--- config.mk ---
export PLATFORM = sky130hd
export DESIGN_NAME = int64_divider_signed_unsigned_top
export DESIGN_NICKNAME = d
export VERILOG_FILES = /design/src/sv/idiv64_pkg.sv /design/src/sv/idiv64_dp.sv /design/src/sv/idiv64_ctrl.sv /design/src/sv/int64_divider_signed_unsigned_top.sv
export SDC_FILE = /design/constraint.sdc
export NUM_CORES = 1
export LEC_CHECK = 0
export ABC_AREA = 0
export BUFFER_PORTS_ARGS = -buffer_cell sky130_fd_sc_hd__buf_4
export CAP_MARGIN = 20
export CORE_MARGIN = 4
export CORE_UTILIZATION = 60
export CTS_CLUSTER_SIZE = 14
export DETAILED_ROUTE_END_ITERATION = 8
export HOLD_SLACK_MARGIN = 0.02
export PLACE_DENSITY = 0.9
export SYNTH_ARGS = -nofsm -noshare
export SYNTH_HDL_FRONTEND = slang
export SYNTH_SLANG_ARGS = --single-unit
--- constraint.sdc ---
create_clock -name i_clk -period 10.3 [get_ports i_clk]
set_clock_uncertainty 0.1 [all_clocks]
set_input_delay 1.03 -clock i_clk [delete_from_list [all_inputs] [get_ports i_clk]]
set_output_delay 1.03 -clock i_clk [all_outputs]
set_load 0.01 [all_outputs]
--- src/sv/idiv64_pkg.sv ---
// ----------------------------------------------------------------------------
// idiv64_pkg
// types and constants shared by the 64-bit divider modules
// ----------------------------------------------------------------------------
package idiv64_pkg;

    localparam int DATA_W = 64;
    localparam int STEPS  = DATA_W;
    localparam int CNT_W  = $clog2(STEPS);

    typedef enum logic [1:0] {
        OP_UQUO = 2'd0,
        OP_UREM = 2'd1,
        OP_SQUO = 2'd2,
        OP_SREM = 2'd3
    } t_op;

    typedef enum logic [1:0] {
        S_IDLE,
        S_RUN,
        S_FIX
    } t_state;

    typedef struct packed {
        t_op               op;
        logic [DATA_W-1:0] dividend;
        logic [DATA_W-1:0] divisor;
    } t_in_word;

    typedef struct packed {
        logic [DATA_W-1:0] result;
        logic              zero_divisor;
    } t_out_word;

    typedef struct packed {
        logic load;
        logic step;
        logic finish;
    } t_dp_cmd;

    typedef struct packed {
        logic last_step;
    } t_dp_status;

endpackage

--- src/sv/idiv64_dp.sv ---
// ----------------------------------------------------------------------------
// idiv64_dp
// operand magnitudes, radix-2 restoring shift-subtract loop and sign fix-up
// ----------------------------------------------------------------------------
module idiv64_dp (
    input  logic                   i_clk,
    input  logic                   i_rst_n,
    input  idiv64_pkg::t_dp_cmd    i_cmd,
    input  idiv64_pkg::t_in_word   i_word,
    output idiv64_pkg::t_dp_status o_status,
    output idiv64_pkg::t_out_word  o_word
);
    import idiv64_pkg::*;

    t_op               r_op;
    logic              r_a_neg;
    logic              r_b_neg;
    logic              r_zero;
    logic [DATA_W-1:0] r_quo;
    logic [DATA_W-1:0] r_rem;
    logic [DATA_W-1:0] r_den;
    logic [CNT_W-1:0]  r_cnt;
    t_out_word         r_out;

    logic              in_signed;
    logic              a_neg;
    logic              b_neg;
    logic [DATA_W-1:0] a_mag;
    logic [DATA_W-1:0] b_mag;
    logic [DATA_W:0]   shifted;
    logic [DATA_W:0]   diff;
    logic              qbit;
    logic [DATA_W-1:0] quo_sel;
    logic [DATA_W-1:0] pre_res;
    logic              do_neg;
    logic [DATA_W-1:0] res;

    assign in_signed = (i_word.op == OP_SQUO) || (i_word.op == OP_SREM);
    assign a_neg     = in_signed & i_word.dividend[DATA_W-1];
    assign b_neg     = in_signed & i_word.divisor[DATA_W-1];
    assign a_mag     = a_neg ? (DATA_W'(0) - i_word.dividend) : i_word.dividend;
    assign b_mag     = b_neg ? (DATA_W'(0) - i_word.divisor) : i_word.divisor;

    assign shifted = {r_rem, r_quo[DATA_W-1]};
    assign diff    = shifted - {1'b0, r_den};
    assign qbit    = ~diff[DATA_W];

    // zero divisor: remainder already ends as the dividend magnitude
    assign quo_sel = r_zero ? '0 : r_quo;

    always_comb begin
        case (r_op)
            OP_UQUO: begin
                pre_res = quo_sel;
                do_neg  = 1'b0;
            end
            OP_UREM: begin
                pre_res = r_rem;
                do_neg  = 1'b0;
            end
            OP_SQUO: begin
                pre_res = quo_sel;
                do_neg  = r_a_neg ^ r_b_neg;
            end
            OP_SREM: begin
                pre_res = r_rem;
                do_neg  = r_a_neg;
            end
            default: begin
                pre_res = r_rem;
                do_neg  = 1'b0;
            end
        endcase
    end

    assign res = do_neg ? (DATA_W'(0) - pre_res) : pre_res;

    always_ff @(posedge i_clk) begin
        if (!i_rst_n) begin
            r_cnt <= '0;
        end else if (i_cmd.load) begin
            r_cnt <= '0;
        end else if (i_cmd.step) begin
            r_cnt <= r_cnt + CNT_W'(1);
        end
    end

    always_ff @(posedge i_clk) begin
        if (i_cmd.load) begin
            r_op    <= i_word.op;
            r_a_neg <= a_neg;
            r_b_neg <= b_neg;
            r_zero  <= (i_word.divisor == '0);
            r_quo   <= a_mag;
            r_den   <= b_mag;
            r_rem   <= '0;
        end else if (i_cmd.step) begin
            r_rem <= qbit ? diff[DATA_W-1:0] : shifted[DATA_W-1:0];
            r_quo <= {r_quo[DATA_W-2:0], qbit};
        end
        if (i_cmd.finish) begin
            r_out.result       <= res;
            r_out.zero_divisor <= r_zero;
        end
    end

    assign o_status.last_step = (r_cnt == CNT_W'(STEPS - 1));
    assign o_word             = r_out;

    a_cnt_clear: assert property (@(posedge i_clk) disable iff (!i_rst_n)
        i_cmd.load |=> (r_cnt == '0))
        else $error("step counter not cleared on load");

    a_cnt_adv: assert property (@(posedge i_clk) disable iff (!i_rst_n)
        (i_cmd.step && !i_cmd.load) |=> (r_cnt == $past(r_cnt) + CNT_W'(1)))
        else $error("step counter did not advance");

    a_rem_bound: assert property (@(posedge i_clk) disable iff (!i_rst_n)
        (i_cmd.step && !i_cmd.load && (r_den != '0) && (r_rem < r_den))
        |=> (r_rem < r_den))
        else $error("partial remainder exceeds divisor");

endmodule

--- src/sv/idiv64_ctrl.sv ---
// ----------------------------------------------------------------------------
// idiv64_ctrl
// sequencer for load, iteration and fix-up, plus result word valid
// ----------------------------------------------------------------------------
module idiv64_ctrl (
    input  logic                   i_clk,
    input  logic                   i_rst_n,
    input  logic                   i_valid,
    output logic                   o_stall,
    output logic                   o_valid,
    input  logic                   i_stall,
    input  idiv64_pkg::t_dp_status i_status,
    output idiv64_pkg::t_dp_cmd    o_cmd
);
    import idiv64_pkg::*;

    t_state r_state;
    t_state n_state;
    logic   r_out_valid;
    logic   n_out_valid;
    logic   out_free;

    always_ff @(posedge i_clk) begin
        if (!i_rst_n) begin
            r_state     <= S_IDLE;
            r_out_valid <= 1'b0;
        end else begin
            r_state     <= n_state;
            r_out_valid <= n_out_valid;
        end
    end

    assign out_free = !r_out_valid || !i_stall;

    always_comb begin
        n_state      = r_state;
        o_cmd.load   = 1'b0;
        o_cmd.step   = 1'b0;
        o_cmd.finish = 1'b0;
        case (r_state)
            S_IDLE: begin
                if (i_valid) begin
                    o_cmd.load = 1'b1;
                    n_state    = S_RUN;
                end
            end
            S_RUN: begin
                o_cmd.step = 1'b1;
                if (i_status.last_step) begin
                    n_state = S_FIX;
                end
            end
            S_FIX: begin
                if (out_free) begin
                    o_cmd.finish = 1'b1;
                    n_state      = S_IDLE;
                end
            end
            default: begin
                n_state = S_IDLE;
            end
        endcase
        if (o_cmd.finish) begin
            n_out_valid = 1'b1;
        end else if (!i_stall) begin
            n_out_valid = 1'b0;
        end else begin
            n_out_valid = r_out_valid;
        end
    end

    assign o_stall = (r_state != S_IDLE);
    assign o_valid = r_out_valid;

    a_load_run: assert property (@(posedge i_clk) disable iff (!i_rst_n)
        (i_valid && !o_stall) |=> (r_state == S_RUN))
        else $error("accepted word did not start iteration");

    a_run_fix: assert property (@(posedge i_clk) disable iff (!i_rst_n)
        (r_state == S_RUN && i_status.last_step) |=> (r_state == S_FIX))
        else $error("last step did not lead to fix-up");

    a_no_overwrite: assert property (@(posedge i_clk) disable iff (!i_rst_n)
        o_cmd.finish |-> out_free)
        else $error("result word overwritten while pending");

endmodule

--- src/sv/int64_divider_signed_unsigned_top.sv ---
// ----------------------------------------------------------------------------
// int64_divider_signed_unsigned_top
// 64-bit signed and unsigned divider returning quotient or remainder
//
//   channel | valid   | stall   | word
//   input   | i_valid | o_stall | i_data (op, dividend, divisor)
//   output  | o_valid | i_stall | o_data (result, zero_divisor)
//
// one word at a time, in order: load, 64 shift-subtract steps, fix-up
// the iteration count is set by the radix-2 restoring loop in the datapath
// the result register lets the next word load while a result waits
// fix-up waits while the previous result is still stalled
// synchronous active-low reset clears the sequencer and result valid
// ----------------------------------------------------------------------------
module int64_divider_signed_unsigned_top (
    input  logic                  i_clk,
    input  logic                  i_rst_n,
    input  logic                  i_valid,
    output logic                  o_stall,
    input  idiv64_pkg::t_in_word  i_data,
    output logic                  o_valid,
    input  logic                  i_stall,
    output idiv64_pkg::t_out_word o_data
);
    import idiv64_pkg::*;

    t_dp_cmd    cmd;
    t_dp_status status;

    idiv64_ctrl u_ctrl (
        .i_clk    (i_clk),
        .i_rst_n  (i_rst_n),
        .i_valid  (i_valid),
        .o_stall  (o_stall),
        .o_valid  (o_valid),
        .i_stall  (i_stall),
        .i_status (status),
        .o_cmd    (cmd)
    );

    idiv64_dp u_dp (
        .i_clk    (i_clk),
        .i_rst_n  (i_rst_n),
        .i_cmd    (cmd),
        .i_word   (i_data),
        .o_status (status),
        .o_word   (o_data)
    );

endmodule

; Yosys cells after proc, flatten, opt, wreduce, memory -nomap -nowiden
; Index checks and enable logic that the tools add are counted.
[classes]
mux = 20
bitwise = 5
n_eq_ne = 12
reduce_logical = 14
addsub = 5
[op_table]
columns = cell, count
row1 = $mux 64, 7
row2 = $sub 1x64->64 const A, 3
row3 = $pmux 64 s2, 1
row4 = $sub 65x64->65, 1
row5 = $logic_not 64->1, 1
row6 = $eq 2x2->1 const B, 5
row7 = $reduce_or 2->1, 4
row8 = $mux 1, 7
row9 = $add 6x1->6 const B, 1
row10 = $eq 6x6->1 const B, 1
row11 = $mux 2, 3
row12 = $pmux 2 s3, 1
row13 = $eq 2x1->1 const B, 2
row14 = $logic_not 2->1, 2
row15 = $ne 2x1->1 const B, 2
row16 = $ne 2x2->1 const B, 2
row17 = $reduce_bool 2->1, 2
row18 = $pmux 1 s3, 1
row19 = $reduce_and 3->1, 1
row20 = $and 1x1->1, 2
row21 = $logic_not 1->1, 2
row22 = $logic_or 1x1->1, 2
row23 = $not 1->1, 2
row24 = $xor 1x1->1, 1
[totals]
ff_bits = 271
input_bits = 134
wordCells = 68
output_inout_bits = 67

; Logic depth before layout (Yosys ltp)
; Gate-level depths: netlist of the first run.
[logic_depth]
ltp_word = 5
depth_mapped = 21

; By module
; Synthesis of the first run repeated with hierarchy kept, for this count alone.
[hier_totals]
hier_cells = 2188
hier_area_um2 = 19502.5
[modules_own_cells]
columns = module, seq_area_each_um2, cells_each, area_each_um2, instances
row1 = idiv64_dp, 7347.0, 2168, 19332.3, 1
row2 = idiv64_ctrl, 60.1, 20, 170.2, 1

; Worst setup path before layout of the first run
; No wires, ideal clock.
[synth_path]
kind = input to register
start = input i_valid
end = register u_dp.r_quo[0], enable pin
n_path_buf = 1
path_stages = 5
arrival_ps = 4265
t_required_ps = 9654
setup_time_ps = 546
slack_ps = 5389
cell_sequence = nand2_1 > clkinv_1 > nor2_1 > clkbuf_1 > inv_1
[synth_rtl]
columns = element, line
row1 = start: declaration, int64_divider_signed_unsigned_top.sv:18  ; input logic i_valid,
row2 = end signal: assignment, idiv64_dp.sv:94  ; r_quo <= a_mag;
row3 = end signal: assignment, idiv64_dp.sv:99  ; r_quo <= {r_quo[DATA_W-2:0], qbit};
row4 = end: declaration, idiv64_dp.sv:19  ; logic [DATA_W-1:0] r_quo;

; Worst setup path after layout of the first run
[layout_path]
start = register u_dp.r_op[0]
end = register u_dp.r_out (netlist bit u_dp.o_word[59]) (data pin)
[layout_via]
elab_chain_cells = 5
word_cells_on_any_way = 11
classes_between = add/sub: 1 / eq/ne: 3 / mux: 3 / reduce/logical: 4
[layout_lines]
columns = element, line
row1 = start: declaration, idiv64_dp.sv:15  ; t_op r_op;
row2 = start signal: assignment, idiv64_dp.sv:90  ; r_op <= i_word.op;
row3 = "$eq 2x1->1, or another cell as far along", idiv64_dp.sv:52  ; case (r_op)
row4 = $reduce_or 2->1 (no source line), --
row5 = $pmux 64 s2, idiv64_dp.sv:52
row6 = $sub 1x64->64, idiv64_dp.sv:76  ; assign res = do_neg ? (DATA_W'(0) - pre_res) : pre_res;
row7 = $mux 64 *, idiv64_dp.sv:76
row8 = named net u_dp.res[58], idiv64_dp.sv:36  ; logic [DATA_W-1:0] res;
row9 = end: declaration, idiv64_dp.sv:23  ; t_out_word r_out;
; Mark *: on every way through the listed nets, which the timed path passes. The rest lies on a longest branch.
; A chain may end at the register's enable or synchronous reset.

==> results of run 1 <==
logic make-up (layout without fill, tap and decap cells):
logic type / Yosys count / after routing / synth area share (%)
buf+inv: 209 / 364 / 4.63
compound gates: 628 / 628 / 21.2
simple gates: 583 / 583 / 15.4
mux: 44 / 44 / 2.38
flops: 271 / 271 / 40.0
xor+xnor: 248 / 248 / 11.8
fa+ha+maj: 69 / 69 / 4.70
routing by layer:
layer | vias to the layer above | global-route usage (%) | share of wire [%]
met4 | 0 | 5.50 | 1.7
met1 | 7581 | 46.6 | 44
met3 | 73 | 3.60 | 10
li1 | 7712 | - | -
met5 | - | 0 | 0
met2 | 856 | 46.1 | 43
final timing paths:
| path | startpoint | cells after the start | slack [ns] | to |
|---|---|---|---|---|
| hold / removal | u_dp.r_cnt[1] | 2 | 0.41 | u_dp.r_cnt[1] |
| setup / recovery | u_dp.r_op[0] | 15 | 4.95 | u_dp.o_word[59] |
| setup reg to reg | u_dp.r_op[0] | 15 | 4.95 | u_dp.o_word[59] |
| hold reg to reg | u_dp.r_cnt[1] | 2 | 0.41 | u_dp.r_cnt[1] |
sequential cells by signal, indices dropped and copies added, names as in the netlist:
| signal | flops |
|---|---|
| u_dp.r_cnt | 6 |
| u_ctrl.o_valid | 1 |
| u_dp.o_word | 65 |
| u_dp.r_den | 64 |
| u_dp.r_zero | 1 |
| u_dp.r_op | 2 |
| u_dp.r_rem | 64 |
| u_dp.r_quo | 64 |
| u_ctrl.r_state | 2 |
| u_dp.r_b_neg | 1 |
| u_dp.r_a_neg | 1 |
final cells by class:
cell class,instances,area share [%]
inverter,98,1.74
tap,396,2.35
clock buffer,38,3.73
timing repair buffer,216,7.68
clock inverter,12,0.658
sequential,271,35.1
multi-input combinational,1572,48.8
synthesized netlist by cell type, types with 6 or more instances:
| library cell | count | area share [%] |
|---|---|---|
| buf_6 | 6 | 0.36 |
| nor3_1 | 26 | 0.70 |
| and2_1 | 10 | 0.34 |
| or4_1 | 7 | 0.28 |
| buf_2 | 13 | 0.35 |
| a21o_1 | 25 | 1.0 |
| or3_1 | 14 | 0.47 |
| edfxtp_1 | 198 | 32 |
| mux2i_1 | 44 | 2.4 |
| inv_1 | 96 | 1.9 |
| a22oi_1 | 70 | 2.8 |
| o21ai_1 | 39 | 1.1 |
| dfxtp_1 | 73 | 7.9 |
| buf_1 | 8 | 0.16 |
| nor2_1 | 128 | 2.6 |
| o31ai_1 | 36 | 1.5 |
| nand3_1 | 24 | 0.65 |
| ha_1 | 68 | 4.6 |
| clkbuf_1 | 81 | 1.6 |
| o21bai_1 | 16 | 0.65 |
| o41ai_1 | 7 | 0.33 |
| and3_1 | 10 | 0.34 |
| o21a_1 | 12 | 0.49 |
| nor4_1 | 17 | 0.57 |
| a31oi_1 | 21 | 0.71 |
| nand4_1 | 38 | 1.3 |
| o21ai_0 | 206 | 5.6 |
| a21oi_1 | 126 | 3.4 |
| xnor2_1 | 141 | 6.7 |
| nand2b_1 | 27 | 0.91 |
| nor2b_1 | 12 | 0.41 |
| xor2_1 | 106 | 5.0 |
| nand2_1 | 231 | 4.7 |
through the flow:
step | util (%) | setup WS [ns] | power [mW] | hold WS [ns]
2_1_floorplan | - | 5.39 | 2.86 | 0.345
3_3_place_gp | 66.2 | 5.44 | 3.33 | 0.364
3_5_place_dp | 66.2 | 5.13 | 3.38 | 0.400
4_1_cts | 69.2 | 5.10 | 4.40 | 0.408
5_1_grt | 69.2 | 4.60 | 4.69 | 0.455
6_report | 69.2 | 4.95 | 4.46 | 0.408
worst register-to-register path, delay by kind of cell (launching register included):
| kind | cells | cell delay [ns] |
|---|---|---|
| fa+ha+maj | 1 | 0.24 |
| flops | 1 | 0.71 |
| simple gates | 7 | 1.73 |
| compound gates | 3 | 0.97 |
| buf+inv | 3 | 1.16 |
| xor+xnor | 1 | 0.19 |
power by group:
group / leakage [nW] / switching, mW / internal (mW)
sequential: 2.49 / 0.261 / 1.37
clock: 0.453 / 0.415 / 0.607
combinational: 5.11 / 1.08 / 0.719
==> metrics, run 1 <==
status=finished clean; number of distinct library cells after synthesis=85; clk sinks=about 270; footprint of the multi-input gates=roughly 10000 um^2; DIE AREA=about 34000 um^2; cells after synthesis=a little over 2000; syn_nets=between 2000 and 2500; critical path peak fanout=88; clk slew on worst S/H paths=around 0.060 ns; fillcell total=roughly 2400; Setup CP Type=reg2reg; Top Family by Delay on Critical Path=simple AND/OR/NAND/NOR gates; antenna violations before repair=0; core area=30500 um^2; TritonCTS buffer count=27; slowest CP cell=buf_4; RSZ-0062 raised after global routing=no; Chip Width=approximately 180 um; Cell Pwr Density=approximately 210 nW/um^2; non-filler cells in the finished layout=between 2000 and 3000; endpoints failing setup=0; Max Cap Viol=0; max frequency=around 190 MHz; final wirelength=about 53 mm; sequential share of the synthesized area=between 30 and 40%; Tcrit/Tclk final=52.0%; Port Buf Inserts=200; CTS tree=built; required time worst endpoint=between 10 and 15 ns; slew at the pin closest to its max-slew limit=between 1 and 1.5 ns; Post-Place Cell Area=approximately 20000 um^2; hold buffer count at cts=0; Max clock buf depth=3; crit path time final=about 5.4 ns; share of synthesized registers carrying an async set or reset=0%; vias in the first global route=approximately 15000; TritonRoute pass-1 iters=6; Nets=about 2400; worst-path cell chain=buf_4, nor2_4, buf_4, a22oi_1, ha_1, inv_1, a221oi_1, nor4b_2, nand3_1, nor3_2, and3_1, nand2b_1, nor2_2, a41oi_1, xnor2_1; placed cells=2553; final instance area=approximately 21000 um^2; register area=~7400 um^2; Total GRT Usage=30.1%; H-Tree Depth=1; slew margin rel.=28.2%; Final Max Slew Viols=0; most frequent cells in the layout=nand2_1 (230), buf_4 (216), o21ai_0 (206), edfxtp_1 (198), xnor2_1 (141); row count=64; global-route wire length before repair=approximately 82 mm; DP HPWL=approximately 40 mm; Worst Path Buf+Inv=3; EDFF count, synth=about 200; residual DRC count=0; Top-Level Pins=~200; Starting Density=about three fifths; Via-to-Cell Ratio=6.23; Setup TNS Final=0 ns; vias=around 16000; CP arrival=between 5 and 6 ns; initial DRC count=between 1500 and 2000; LEAKAGE=between 8 and 9 nW; Seq cells post-synth=271; antenna cells=0; Worst setup EP type=flop; CTS resizes=0; Worst path most repeated cell=buf_4; Hold WC Path Type=reg2reg; final hold viol count=0; Synth Warn #=0; Mapped Area=18500 um^2; area delta synth->final=14.0%; peak supply drop=roughly 0.14 mV; # Post-CTS Setup Buffers=0; proportion of layout cells with a drive suffix above 1=between 10% and 20%; syn avg cell area=9.03 um^2; Die Ht=roughly 180 um; most common cell after layout, fill and taps aside=nand2_1; crit-path max cell delay=about 0.76 ns; CTS Root Cell=clkbuf_16; pin count of the biggest net entering global routing=between 80 and 90; Most used DFF post-synth=edfxtp_1; ANT nets after route=0; critical path startpoint category=flop; WL/cell=20.3 um; routability cong.=0.945; Congestion Overflow GR=0; clock latency on the worst-skew pair=roughly 0.54 ns
Note: power is estimated with default switching activity, not from simulation.
==> inputs of run 2 (changes only) <==
- clock period: 10.3 -> 5.1 ns (I/O delays scaled with it)
==> run 2 against run 1 <==
Critical path depth down 5. Fmax increased by 35%. Via count rose by 0.59%. Setup slack got worse by 3.8 ns. Wire length shrank 2.2%. Register-to-register slack lost 3.8 ns. First-iteration DRC count shrank 11%. Die area unchanged. Total power rose by 100%. Highest routed layer unchanged.
==> metrics, run 2 (synthesis results as in run 1) <==
status=finished clean; R2R Setup Slk=1.14 ns (-3.80 ns); Congestion Overflow GR=0 (unchanged); slew at the pin closest to its max-slew limit=1.03 ns (-0.0453 ns); vias in the first global route=14900 (-1.3%); clk sinks=271 (unchanged); slowest CP cell=buf_4; antenna violations before repair=0 (unchanged); most frequent cells in the layout=nand2_1 (230), buf_4 (216), o21ai_0 (206), edfxtp_1 (198), xnor2_1 (141); row count=64 (unchanged); TritonCTS buffer count=28 (+3.7%); cells on worst reg2reg path=10 (-5); required time worst endpoint=5.31 ns (-5.16 ns); peak supply drop=0.304 mV (+120%); Place WS=1.02 ns (-4.11 ns); max frequency=253 MHz (+35%); CTS Root Cell=clkbuf_16; PnR worst setup slack=1.14 ns (-3.80 ns); Nets=2392 (+0.13%); vias=16300 (+0.59%); clk slew on worst S/H paths=0.06 ns (about the same); WL/cell=19.8 um (-2.3%); final wirelength=51.7 mm (-2.2%); CP arrival=4.17 ns (-1.36 ns); Cell Pwr Density=424 nW/um^2 (+100%); CP Capture Point=u_dp.o_word[59]; Tcrit/Tclk final=77.6% (+26 points); Via-to-Cell Ratio=6.26 (+0.48%); critical path startpoint category=flop; WHS=0.0759 ns (-0.333 ns); antenna cells=0 (unchanged); Worst setup startpoint=u_dp.r_op[0]; Max clock buf depth=3 (unchanged); critical path peak fanout=97 (+10%); most common cell after layout, fill and taps aside=nand2_1; routability cong.=0.988 (+4.6%); endpoints failing setup=0 (unchanged); Setup CP Type=reg2reg; Top-Level Pins=201 (unchanged); Worst setup EP type=flop; Largest register FFs=65 (unchanged); slew margin rel.=31.2% (+3.0 points); Setup TNS Final=0 ns (unchanged); initial DRC count=1730 (-11%); worst-path cell chain=buf_4, o31ai_1, nor4b_2, nand3_1, nor3_2, and3_1, nand2b_1, nor2_2, a41oi_1, xnor2_1; ANT nets after route=0 (unchanged); Port Buf Inserts=200 (unchanged); area delta synth->final=14.2%; crit-path max cell delay=0.76 ns (about the same); residual DRC count=0 (unchanged); Worst R2R End=u_dp.o_word[59]; WP depth=10 (-5); proportion of layout cells with a drive suffix above 1=13.9% (-0.064 points); H-Tree Depth=1 (unchanged); Starting Density=60.7% (unchanged); CTS tree=built; pin count of the biggest net entering global routing=105 (+18%); worst flop-to-flop path startpoint=u_dp.r_op[0]; Max Cap Viol=0 (unchanged); DIE AREA=33700 um^2 (unchanged); core area=30500 um^2 (unchanged); global-route wire length before repair=80.0 mm (-2.4%); Chip Width=184 um (unchanged); RSZ-0062 raised after global routing=no; Hold WC Path Type=in2reg; Final Max Slew Viols=0 (unchanged); fillcell total=2427 (+1.9%); Top Family by Delay on Critical Path=simple AND/OR/NAND/NOR gates; DP HPWL=40.0 mm (-1.3%); crit path time final=3.96 ns (-1.40 ns); clock latency on the worst-skew pair=0.57 ns (+0.03 ns); final hold viol count=0 (unchanged); Worst Path Buf+Inv=1 (-2); TritonRoute pass-1 iters=8 (+2); LEAKAGE=8.07 nW (+0.19%); Die Ht=184 um (unchanged); Total GRT Usage=29.3% (-0.78 points)
==> run 2: repair_timing <==
| item | CTS | global route |
|---|---|---|
| hold buffers | 1 | 0 |
| hold endpoints to repair | 1 | 0 |
| setup buffers | 0 | 0 |
| resized for setup | 0 | 0 |
==> run 2: where the power goes <==
group	internal, mW	switching, mW	leakage, nW
combinational	1.46	2.18	5.13
sequential	2.77	0.502	2.49
clock	1.19	0.864	0.456
==> run 2: per-layer routing <==
metal	up-vias	share of wire [%]	track usage [%]
met5	-	0	0
met4	0	2.0	5.32
met3	87	9.3	2.85
met2	773	43	45.1
met1	7728	45	45.7
li1	7730	-	-
==> run 2: worst min-delay path by stage <==
| stage | cells after the start | start | slack [ns] | endpoint |
|---|---|---|---|---|
| 2_1_floorplan | 0 | u_dp.r_zero | 0.34 | u_dp.o_word[0] |
| 3_3_place_gp | 2 | u_dp.r_cnt[1] | 0.36 | u_dp.r_cnt[1] |
| 3_5_place_dp | 2 | u_dp.r_cnt[1] | 0.38 | u_dp.r_cnt[1] |
| 4_1_cts | 2 | i_rst_n | 0.06 | u_ctrl.r_state[1] |
| 5_1_grt | 2 | i_rst_n | 0.07 | u_ctrl.r_state[1] |
| 6_report | 2 | i_rst_n | 0.08 | u_ctrl.r_state[1] |
==> run 2: final cells by class <==
cell class / count / area [um^2] / area share (%)
sequential: 271 / 7410 / 35.0
multi-input combinational: 1572 / 10300 / 48.7
clock buffer: 34 / 744 / 3.52
inverter: 98 / 368 / 1.74
clock inverter: 17 / 180 / 0.852
tap: 396 / 495 / 2.34
timing repair buffer: 218 / 1650 / 7.81
==> run 2: metrics by stage <==
stage / util (%) / instances / power [mW] / instance area, um^2
2_1_floorplan: - / 2052 / 5.78 / 18500
3_3_place_gp: 66.3 / 2554 / 6.72 / 20200
3_5_place_dp: 66.3 / 2554 / 6.82 / 20200
4_1_cts: 69.3 / 2606 / 8.87 / 21100
5_1_grt: 69.3 / 2606 / 9.44 / 21100
6_report: 69.3 / 2606 / 8.97 / 21100
